**src/sv/fdo_pkg.sv**
```systemverilog
// ---------------------------------------------------------------------------
// Frame-rate overlay package
// Constants, register indexes and the 3x5 digit font shared by the overlay.
// ---------------------------------------------------------------------------
`default_nettype none

package fdo_pkg;

    // Colour written over a pixel that a digit covers.
    localparam logic [31:0] WHITE_PIXEL = 32'hFFFF_FFFF;

    // Rate measurement.
    localparam logic [31:0] UPDATE_MS = 32'd1000;
    localparam logic [9:0]  RATE_CAP  = 10'd999;
    localparam logic [15:0] COUNT_MAX = 16'hFFFF;

    // Overlay geometry, in screen pixels.
    localparam logic [11:0] TOP_ROW      = 12'd10;
    localparam logic [11:0] GLYPH_HEIGHT = 12'd10;
    localparam logic [14:0] RIGHT_MARGIN = 15'd31;
    localparam logic [14:0] SLOT_PITCH   = 15'd7;
    localparam logic [14:0] GLYPH_WIDTH  = 15'd6;

    // Register widths and indexes of the configuration port.
    localparam int CFG_DATA_W = 13;
    typedef logic [0:0] cfg_index_t;
    localparam cfg_index_t REG_SCREEN_WIDTH  = 1'd0;
    localparam cfg_index_t REG_SCREEN_HEIGHT = 1'd1;

    // One font row of a digit: bit 2 is the left glyph column.
    function automatic logic [3:0] glyph_row(input logic [3:0] digit, input logic [2:0] row);
        logic [19:0] rows;
        logic [3:0]  bits;
        case (digit)
            4'd0:    rows = 20'hEAAAE;
            4'd1:    rows = 20'h4C44E;
            4'd2:    rows = 20'hE2E8E;
            4'd3:    rows = 20'hE2E2E;
            4'd4:    rows = 20'hAAE22;
            4'd5:    rows = 20'hE8E2E;
            4'd6:    rows = 20'hE8EAE;
            4'd7:    rows = 20'hE2222;
            4'd8:    rows = 20'hEAEAE;
            4'd9:    rows = 20'hEAE2E;
            default: rows = 20'h00000;
        endcase
        case (row)
            3'd0:    bits = rows[19:16];
            3'd1:    bits = rows[15:12];
            3'd2:    bits = rows[11:8];
            3'd3:    bits = rows[7:4];
            3'd4:    bits = rows[3:0];
            default: bits = 4'h0;
        endcase
        return bits;
    endfunction

endpackage

`default_nettype wire

```
**src/sv/fdo_pix_in_if.sv**
```systemverilog
// ---------------------------------------------------------------------------
// Overlay input channel
// Valid/ready channel that carries one raster pixel and its frame timing.
// ---------------------------------------------------------------------------
`default_nettype none

interface fdo_pix_in_if;
    logic        valid;
    logic        ready;
    logic [11:0] pixel_x;
    logic [11:0] pixel_y;
    logic [31:0] pixel_in;
    logic        frame_start;
    logic [31:0] time_ms;

    modport source (output valid, output pixel_x, output pixel_y, output pixel_in,
                    output frame_start, output time_ms, input ready);
    modport sink (input valid, input pixel_x, input pixel_y, input pixel_in,
                  input frame_start, input time_ms, output ready);
endinterface

`default_nettype wire

```
**src/sv/fdo_pix_out_if.sv**
```systemverilog
// ---------------------------------------------------------------------------
// Overlay output channel
// Valid/ready channel that carries one pixel after the overlay.
// ---------------------------------------------------------------------------
`default_nettype none

interface fdo_pix_out_if;
    logic        valid;
    logic        ready;
    logic [31:0] pixel_out;
    logic        overlay_hit;

    modport source (output valid, output pixel_out, output overlay_hit, input ready);
    modport sink (input valid, input pixel_out, input overlay_hit, output ready);
endinterface

`default_nettype wire

```
**src/sv/frame_rate_digit_overlay_unit.sv**
```systemverilog
// ---------------------------------------------------------------------------
// Frame-rate digit overlay
// Counts frames per second and draws the rate as white digits on the stream.
// ---------------------------------------------------------------------------
// Pixels arrive on in_ch, one beat per pixel, and leave on out_ch in the
// same order, either unchanged or replaced by white where a digit covers
// them. A beat with frame_start set counts one frame; once a second of
// time_ms has passed, the count becomes the shown rate, and that beat is
// already drawn with the new rate.
// The block is a three-stage pipeline: an input register, a register that
// holds the hundreds digit and remainder, and the output register. One beat
// is accepted every cycle while out_ch is ready. Each stage moves on when the
// one after it is empty or moving, so empty stages close up while out_ch
// stalls and in_ch keeps taking beats until all three stages are full.
// Reset empties the pipeline, clears the frame count, timestamp and shown
// rate, and sets the screen to 1024 by 768. The screen size must be written
// on the cfg port while no beat is in flight; the block does not enforce it.
// ---------------------------------------------------------------------------
`default_nettype none

module frame_rate_digit_overlay_unit (
    input  wire logic                          clk,
    input  wire logic                          rst_n,
    input  wire logic                          cfg_we,
    input  wire fdo_pkg::cfg_index_t           cfg_index,
    input  wire logic [fdo_pkg::CFG_DATA_W-1:0] cfg_data,
    fdo_pix_in_if.sink                         in_ch,
    fdo_pix_out_if.source                      out_ch
);

    // Configuration registers.
    logic [12:0] width_reg;
    logic [11:0] height_reg;

    // Rate measurement state.
    logic [15:0] frames_reg, frames_next;
    logic [31:0] last_ms_reg, last_ms_next;
    logic [9:0]  rate_reg, rate_next;

    // Pipeline registers.
    logic        s1_valid_reg;
    logic [11:0] s1_x_reg, s1_y_reg;
    logic [31:0] s1_pix_reg;
    logic [9:0]  s1_rate_reg;
    logic        s2_valid_reg;
    logic [11:0] s2_x_reg, s2_y_reg;
    logic [31:0] s2_pix_reg;
    logic [3:0]  s2_hund_reg;
    logic [6:0]  s2_rem_reg;
    logic        s2_zero_reg, s2_ge10_reg, s2_ge100_reg;
    logic        out_valid_reg;
    logic [31:0] out_pix_reg;
    logic        out_hit_reg;

    // Stage enables.
    logic en_out, en_s2, en_s1, accept;

    // Measurement logic.
    logic [15:0] count_inc;
    logic [31:0] elapsed;
    logic [9:0]  count_capped;

    // Second stage logic.
    logic [15:0] hund_prod;
    logic [3:0]  hund;
    logic [9:0]  rem_full;

    // Overlay logic.
    logic [14:0] tens_prod;
    logic [3:0]  tens;
    logic [6:0]  ones_full;
    logic [11:0] ry;
    logic [2:0]  row;
    logic        in_clip;
    logic        hit;
    logic [3:0]  slot_digit [3];
    logic        slot_on [3];
    logic [14:0] rel [3];
    logic [1:0]  col [3];
    logic [3:0]  glyph [3];

    // Handshake: each stage loads when it is empty or drains this cycle.
    assign en_out      = !out_valid_reg || out_ch.ready;
    assign en_s2       = !s2_valid_reg || en_out;
    assign en_s1       = !s1_valid_reg || en_s2;
    assign in_ch.ready = en_s1;
    assign accept      = in_ch.valid && en_s1;

    assign out_ch.valid       = out_valid_reg;
    assign out_ch.pixel_out   = out_pix_reg;
    assign out_ch.overlay_hit = out_hit_reg;

    // Configuration writes.
    always_ff @(posedge clk or negedge rst_n)
    begin
        if (!rst_n)
        begin
            width_reg  <= 13'd1024;
            height_reg <= 12'd768;
        end
        else if (cfg_we)
        begin
            case (cfg_index)
                fdo_pkg::REG_SCREEN_WIDTH:  width_reg  <= cfg_data;
                fdo_pkg::REG_SCREEN_HEIGHT: height_reg <= cfg_data[11:0];
                default: ;
            endcase
        end
    end

    // Frame counting and once-a-second rate update on a frame-start beat.
    always_comb
    begin
        count_inc    = (frames_reg != fdo_pkg::COUNT_MAX) ? frames_reg + 16'd1 : frames_reg;
        elapsed      = in_ch.time_ms - last_ms_reg;
        count_capped = (count_inc > {6'd0, fdo_pkg::RATE_CAP}) ? fdo_pkg::RATE_CAP
                                                               : count_inc[9:0];
        frames_next  = frames_reg;
        last_ms_next = last_ms_reg;
        rate_next    = rate_reg;
        if (accept && in_ch.frame_start)
        begin
            frames_next = count_inc;
            if (elapsed >= fdo_pkg::UPDATE_MS)
            begin
                frames_next  = 16'd0;
                last_ms_next = in_ch.time_ms;
                rate_next    = count_capped;
            end
        end
    end

    always_ff @(posedge clk or negedge rst_n)
    begin
        if (!rst_n)
        begin
            frames_reg  <= 16'd0;
            last_ms_reg <= 32'd0;
            rate_reg    <= 10'd0;
        end
        else
        begin
            frames_reg  <= frames_next;
            last_ms_reg <= last_ms_next;
            rate_reg    <= rate_next;
        end
    end

    // Hundreds digit by reciprocal multiply, valid for rates up to 999.
    always_comb
    begin
        hund_prod = {6'd0, s1_rate_reg} * 16'd41;
        hund      = hund_prod[15:12];
        rem_full  = s1_rate_reg - ({6'd0, hund} * 10'd100);
    end

    // Tens and ones digits, then the glyph test for each of the three slots.
    always_comb
    begin
        tens_prod = {8'd0, s2_rem_reg} * 15'd205;
        tens      = tens_prod[14:11];
        ones_full = s2_rem_reg - ({3'd0, tens} * 7'd10);

        slot_digit[0] = s2_zero_reg ? 4'd0 : s2_hund_reg;
        slot_on[0]    = s2_zero_reg || s2_ge100_reg;
        slot_digit[1] = tens;
        slot_on[1]    = s2_ge10_reg;
        slot_digit[2] = ones_full[3:0];
        slot_on[2]    = !s2_zero_reg;

        ry      = s2_y_reg - fdo_pkg::TOP_ROW;
        row     = ry[3:1];
        in_clip = ({1'b0, s2_x_reg} < width_reg) && (s2_y_reg < height_reg)
                  && (ry < fdo_pkg::GLYPH_HEIGHT);

        hit = 1'b0;
        for (int s = 0; s < 3; s++)
        begin
            rel[s]   = {3'd0, s2_x_reg} - {2'd0, width_reg} + fdo_pkg::RIGHT_MARGIN
                       - (fdo_pkg::SLOT_PITCH * 15'(s));
            col[s]   = rel[s][2:1];
            glyph[s] = fdo_pkg::glyph_row(slot_digit[s], row);
            if (slot_on[s] && (rel[s] < fdo_pkg::GLYPH_WIDTH) && glyph[s][2'd2 - col[s]])
            begin
                hit = 1'b1;
            end
        end
        hit = hit && in_clip;
    end

    // Pipeline valid bits.
    always_ff @(posedge clk or negedge rst_n)
    begin
        if (!rst_n)
        begin
            s1_valid_reg  <= 1'b0;
            s2_valid_reg  <= 1'b0;
            out_valid_reg <= 1'b0;
        end
        else
        begin
            if (en_s1)
            begin
                s1_valid_reg <= in_ch.valid;
            end
            if (en_s2)
            begin
                s2_valid_reg <= s1_valid_reg;
            end
            if (en_out)
            begin
                out_valid_reg <= s2_valid_reg;
            end
        end
    end

    // Pipeline payload.
    always_ff @(posedge clk)
    begin
        if (en_s1)
        begin
            s1_x_reg    <= in_ch.pixel_x;
            s1_y_reg    <= in_ch.pixel_y;
            s1_pix_reg  <= in_ch.pixel_in;
            s1_rate_reg <= rate_next;
        end
        if (en_s2)
        begin
            s2_x_reg     <= s1_x_reg;
            s2_y_reg     <= s1_y_reg;
            s2_pix_reg   <= s1_pix_reg;
            s2_hund_reg  <= hund;
            s2_rem_reg   <= rem_full[6:0];
            s2_zero_reg  <= (s1_rate_reg == 10'd0);
            s2_ge10_reg  <= (s1_rate_reg >= 10'd10);
            s2_ge100_reg <= (s1_rate_reg >= 10'd100);
        end
        if (en_out)
        begin
            out_pix_reg <= hit ? fdo_pkg::WHITE_PIXEL : s2_pix_reg;
            out_hit_reg <= hit;
        end
    end

endmodule

`default_nettype wire

```
**src/flat_wrapper.sv**
```systemverilog
// flat-port wrapper written by rule: the top's interface ports become plain ports
module frame_rate_digit_overlay_unit_flat 
  (clk, rst_n, cfg_we, cfg_index, cfg_data, in_ch_valid, in_ch_pixel_x, in_ch_pixel_y, in_ch_pixel_in, in_ch_frame_start, in_ch_time_ms, in_ch_ready, out_ch_valid, out_ch_pixel_out, out_ch_overlay_hit, out_ch_ready);
  fdo_pix_in_if in_ch_i ();
  fdo_pix_out_if out_ch_i ();
  input  wire logic clk;
  input  wire logic rst_n;
  input  wire logic cfg_we;
  input  wire fdo_pkg::cfg_index_t cfg_index;
  input  wire logic [fdo_pkg::CFG_DATA_W-1:0] cfg_data;
  input wire logic [$bits(in_ch_i.valid)-1:0] in_ch_valid;
  input wire logic [$bits(in_ch_i.pixel_x)-1:0] in_ch_pixel_x;
  input wire logic [$bits(in_ch_i.pixel_y)-1:0] in_ch_pixel_y;
  input wire logic [$bits(in_ch_i.pixel_in)-1:0] in_ch_pixel_in;
  input wire logic [$bits(in_ch_i.frame_start)-1:0] in_ch_frame_start;
  input wire logic [$bits(in_ch_i.time_ms)-1:0] in_ch_time_ms;
  output wire logic [$bits(in_ch_i.ready)-1:0] in_ch_ready;
  output wire logic [$bits(out_ch_i.valid)-1:0] out_ch_valid;
  output wire logic [$bits(out_ch_i.pixel_out)-1:0] out_ch_pixel_out;
  output wire logic [$bits(out_ch_i.overlay_hit)-1:0] out_ch_overlay_hit;
  input wire logic [$bits(out_ch_i.ready)-1:0] out_ch_ready;
  assign in_ch_i.valid = in_ch_valid;
  assign in_ch_i.pixel_x = in_ch_pixel_x;
  assign in_ch_i.pixel_y = in_ch_pixel_y;
  assign in_ch_i.pixel_in = in_ch_pixel_in;
  assign in_ch_i.frame_start = in_ch_frame_start;
  assign in_ch_i.time_ms = in_ch_time_ms;
  assign in_ch_ready = in_ch_i.ready;
  assign out_ch_valid = out_ch_i.valid;
  assign out_ch_pixel_out = out_ch_i.pixel_out;
  assign out_ch_overlay_hit = out_ch_i.overlay_hit;
  assign out_ch_i.ready = out_ch_ready;
  frame_rate_digit_overlay_unit u_core (.clk(clk), .rst_n(rst_n), .cfg_we(cfg_we), .cfg_index(cfg_index), .cfg_data(cfg_data), .in_ch(in_ch_i), .out_ch(out_ch_i));
endmodule
```
**config.mk**
```make
export PLATFORM = sky130hd
export DESIGN_NAME = frame_rate_digit_overlay_unit_flat
export DESIGN_NICKNAME = d
export VERILOG_FILES = /design/src/sv/fdo_pkg.sv /design/src/sv/fdo_pix_in_if.sv /design/src/sv/fdo_pix_out_if.sv /design/src/sv/frame_rate_digit_overlay_unit.sv /design/src/flat_wrapper.sv
export SDC_FILE = /design/constraint.sdc
export NUM_CORES = 1
export LEC_CHECK = 0
export BUFFER_PORTS_ARGS = -buffer_cell sky130_fd_sc_hd__buf_2
export CAP_MARGIN = 25
export CORE_ASPECT_RATIO = 0.7
export CORE_UTILIZATION = 65
export CTS_BUF_LIST = sky130_fd_sc_hd__clkbuf_4 sky130_fd_sc_hd__clkbuf_8
export DETAILED_ROUTE_END_ITERATION = 12
export PLACE_DENSITY = 0.87
export SLEW_MARGIN = 20
export SYNTH_ARGS = -nofsm -noshare
export SYNTH_HDL_FRONTEND = slang
export SYNTH_SLANG_ARGS = --single-unit
export TNS_END_PERCENT = 10
```
**constraint.sdc**
```tcl
create_clock -name clk -period 11 [get_ports clk]
set_input_delay 3.3 -clock clk [delete_from_list [all_inputs] [get_ports clk]]
set_output_delay 3.3 -clock clk [all_outputs]
set_load 0.01 [all_outputs]
```
==> run summary <==
Status: completed
Post-synthesis adder-cell area fraction: 0.1385
Worst slew pin tran: 1.013 ns
Largest family of logic cells by synthesized area: compound AO/OA/AOI/OAI gates
Distinct cells, synth: 91
HP Class: reg2reg
Fin. max-slew vios: 0
Post-Synth XOR/XNOR Area: 0.03610
Mux contribution to synthesized area: 0.04806
Detailed placer's ending HPWL: 27.82 mm
Gr ovfl total: 0
Initial DRC Count: 1189
Critical path type: in2out
1st-pass router iterations: 6
Dominant cells by area after synthesis: edfxtp_1 (31%), dfrtp_1 (13%), ha_1 (12%)
Post-route insts no fill: 1976
Synth warn: 0
Clock latency on the worst-skew pair: 0.58 ns
CTS clk-pin slew, worst paths: 0.07 ns
Sink Count: 255
Max cap viols: 0
Initial Utilization: 0.6744
TritonCTS clock tree: yes
CTS Buffer Depth: 3
Residual DRC count: 0
I/O Buffers: 142
Initial antenna violation count: 6
Worst-path fanout max: 70
Slew margin rel.: 0.3248
Clk root buf: clkbuf_8
Compound-cell area share of the yosys netlist: 0.1538
Arrival time at the worst endpoint: 4.63 ns
Count leader, synth: edfxtp_1
LEAKAGE: 8.197 nW
Routed vias/inst: 6.333
RSZ-0062 raised after global routing: false
Final min period: 7.925 ns
# IOs: 143
Worst vdd ir: 321.2 uV
Synth Area in Simple Gates: 0.1301
All-Layer GR Usage: 0.3085
Row count: 47
Yosys reg bits: 255
Post-synth EDFFs: 169
PostCTS Resize Cnt: 0
Share of cells above drive strength 1: 0.1909
Mapped Cells: 1481
Final setup vio count: 0
Main synth FF type: edfxtp_1
Nets: 1903
TNS Setup: 0 ns
Final worst setup slack: 3.075 ns
Post-DR wirelength/cell: 19.73 um
Post-Syn Area: 16220 um2
Synth async-reset ratio: 0.3373
Top cells by count, synth: edfxtp_1 (169), ha_1 (154), inv_1 (136), nand2_1 (94), dfrtp_1 (83)
Full die area: 25600 um2
Syn-to-layout area delta: 11.76%
Largest area contributor in the netlist: edfxtp_1
Placed insts: 1902
Inserted Clock Buffers: 39
Final Skew: 0.04165 ns
Core area: 24050 um2
Die Wd: 190.8 um
Synthesized area per cell: 10.95 um2
Pwr Density: 283.3 nW/um2
Pwr Total: 5.135 mW
Routed wire length: 38.99 mm
Vias in the first global route: 12230
Largest net degree at the start of global routing: 72
RePlAce Congestion: 0.9372
Htree depth: 2
Die height: 134.2 um
Worst Setup End Kind: primary output
Remaining antenna violation count: 0
Final worst-path cycle share: 0.7205
Crit path required time: 7.70 ns
Post-CTS Hold Fix Bufs: 0
Post-layout util: 0.7537
Vias: 12510
R2R setup slack: 3.17 ns
Area fraction of the dominant cell type after synthesis: 0.3129
First-pass GRT wire length: 62.45 mm
Setup bufs post-CTS: 0
Fin. Hold Viols: 0
Crit start category: primary input
Register area share after synthesis: 0.4458
Syn nets: 1759
FMAX: 126.2 MHz
Worst slack, placed: 3.097 ns
-- cells by family (layout without fill, tap and decap cells) --
| family | count (synthesis) | after routing |
|---|---|---|
| and+or+nand+nor | 397 | 397 |
| AOI/OAI and AO/OA | 351 | 351 |
| DFF | 255 | 255 |
| buffers and inverters | 184 | 358 |
| adders and majority gates | 170 | 170 |
| xor gates and xnor gates | 66 | 66 |
| muxes | 58 | 58 |
| other | 0 | 3 |
-- power by group --
group	leakage [nW]	total (mW)	switching, mW	internal [mW]
logic	4.92	3.01	1.85	1.16
registers	2.81	1.23	0.0682	1.17
clock network	0.470	0.889	0.381	0.508
-- layer usage --
layer	vias to the layer above	part of all wire	GRT usage	wire length [um]
li1	5814	-	-	-
met1	5984	0.41	0.4085	15840
met2	634	0.48	0.5115	18650
met3	80	0.092	0.06855	3580
met4	2	0.023	0.08622	898
met5	-	0.00044	0	17
-- critical path: stages --
cell and delay (ns):
buf_2 0.08, nor2b_1 0.10, nand3_4 0.11, buf_4 0.69
buf_2 0.28
-- per-stage QoR --
stage                     area, um2  hold slack [ns]
after global routing          18120           0.4211
after detailed placement      17240           0.4045
after floorplan               16220           0.4003
after CTS                     18120           0.4050
after global placement        17180           0.4004
final                         18130           0.4008
-- cells in the final DEF, fill, tap and decap left out, types with 13 or more instances in the layout --
| master | n |
|---|---|
| mux2_4 | 35 |
| or3_1 | 13 |
| ha_1 | 154 |
| nand2b_1 | 15 |
| nand3_1 | 36 |
| buf_2 | 141 |
| xor2_1 | 28 |
| a21o_1 | 31 |
| nand4_1 | 29 |
| a211oi_1 | 15 |
| nor2b_1 | 13 |
| o21ai_0 | 62 |
| inv_1 | 136 |
| fa_1 | 16 |
| o211ai_1 | 16 |
| a2bb2oi_1 | 33 |
| nand2_1 | 93 |
| clkbuf_8 | 45 |
| nor2_1 | 51 |
| edfxtp_1 | 169 |
| xnor2_1 | 37 |
| a21oi_1 | 73 |
| dfrtp_1 | 83 |
| mux2_2 | 19 |
| and3_1 | 18 |
| nor3_1 | 58 |
-- layout make-up --
class	instances	area [um2]
Tap cell	318	397.9
Antenna cell	3	7.507
Sequential cell	255	7231
Fill cell	1531	5924
Clock buffer	56	701.9
Inverter	136	510.5
Clock inverter	15	182.7
Multi-Input combinational cell	1042	8275
Timing Repair Buffer	151	820.8
-- path summary, 6_finish.rpt --
path	start	to	cells past startpoint
min reg2reg	u_core.s1_pix_reg[28]	u_core.s2_pix_reg[28]	0
min	u_core.s1_pix_reg[28]	u_core.s2_pix_reg[28]	0
min in group asynchronous	rst_n	u_core.width_reg[11]	1
max	out_ch_ready	in_ch_ready	5
max in group asynchronous	rst_n	u_core.last_ms_reg[31]	2
max reg2reg	u_core.s2_rem_reg[4]	u_core.out_ch.pixel_out[16]	26
Power figures use the tool's default switching activity.
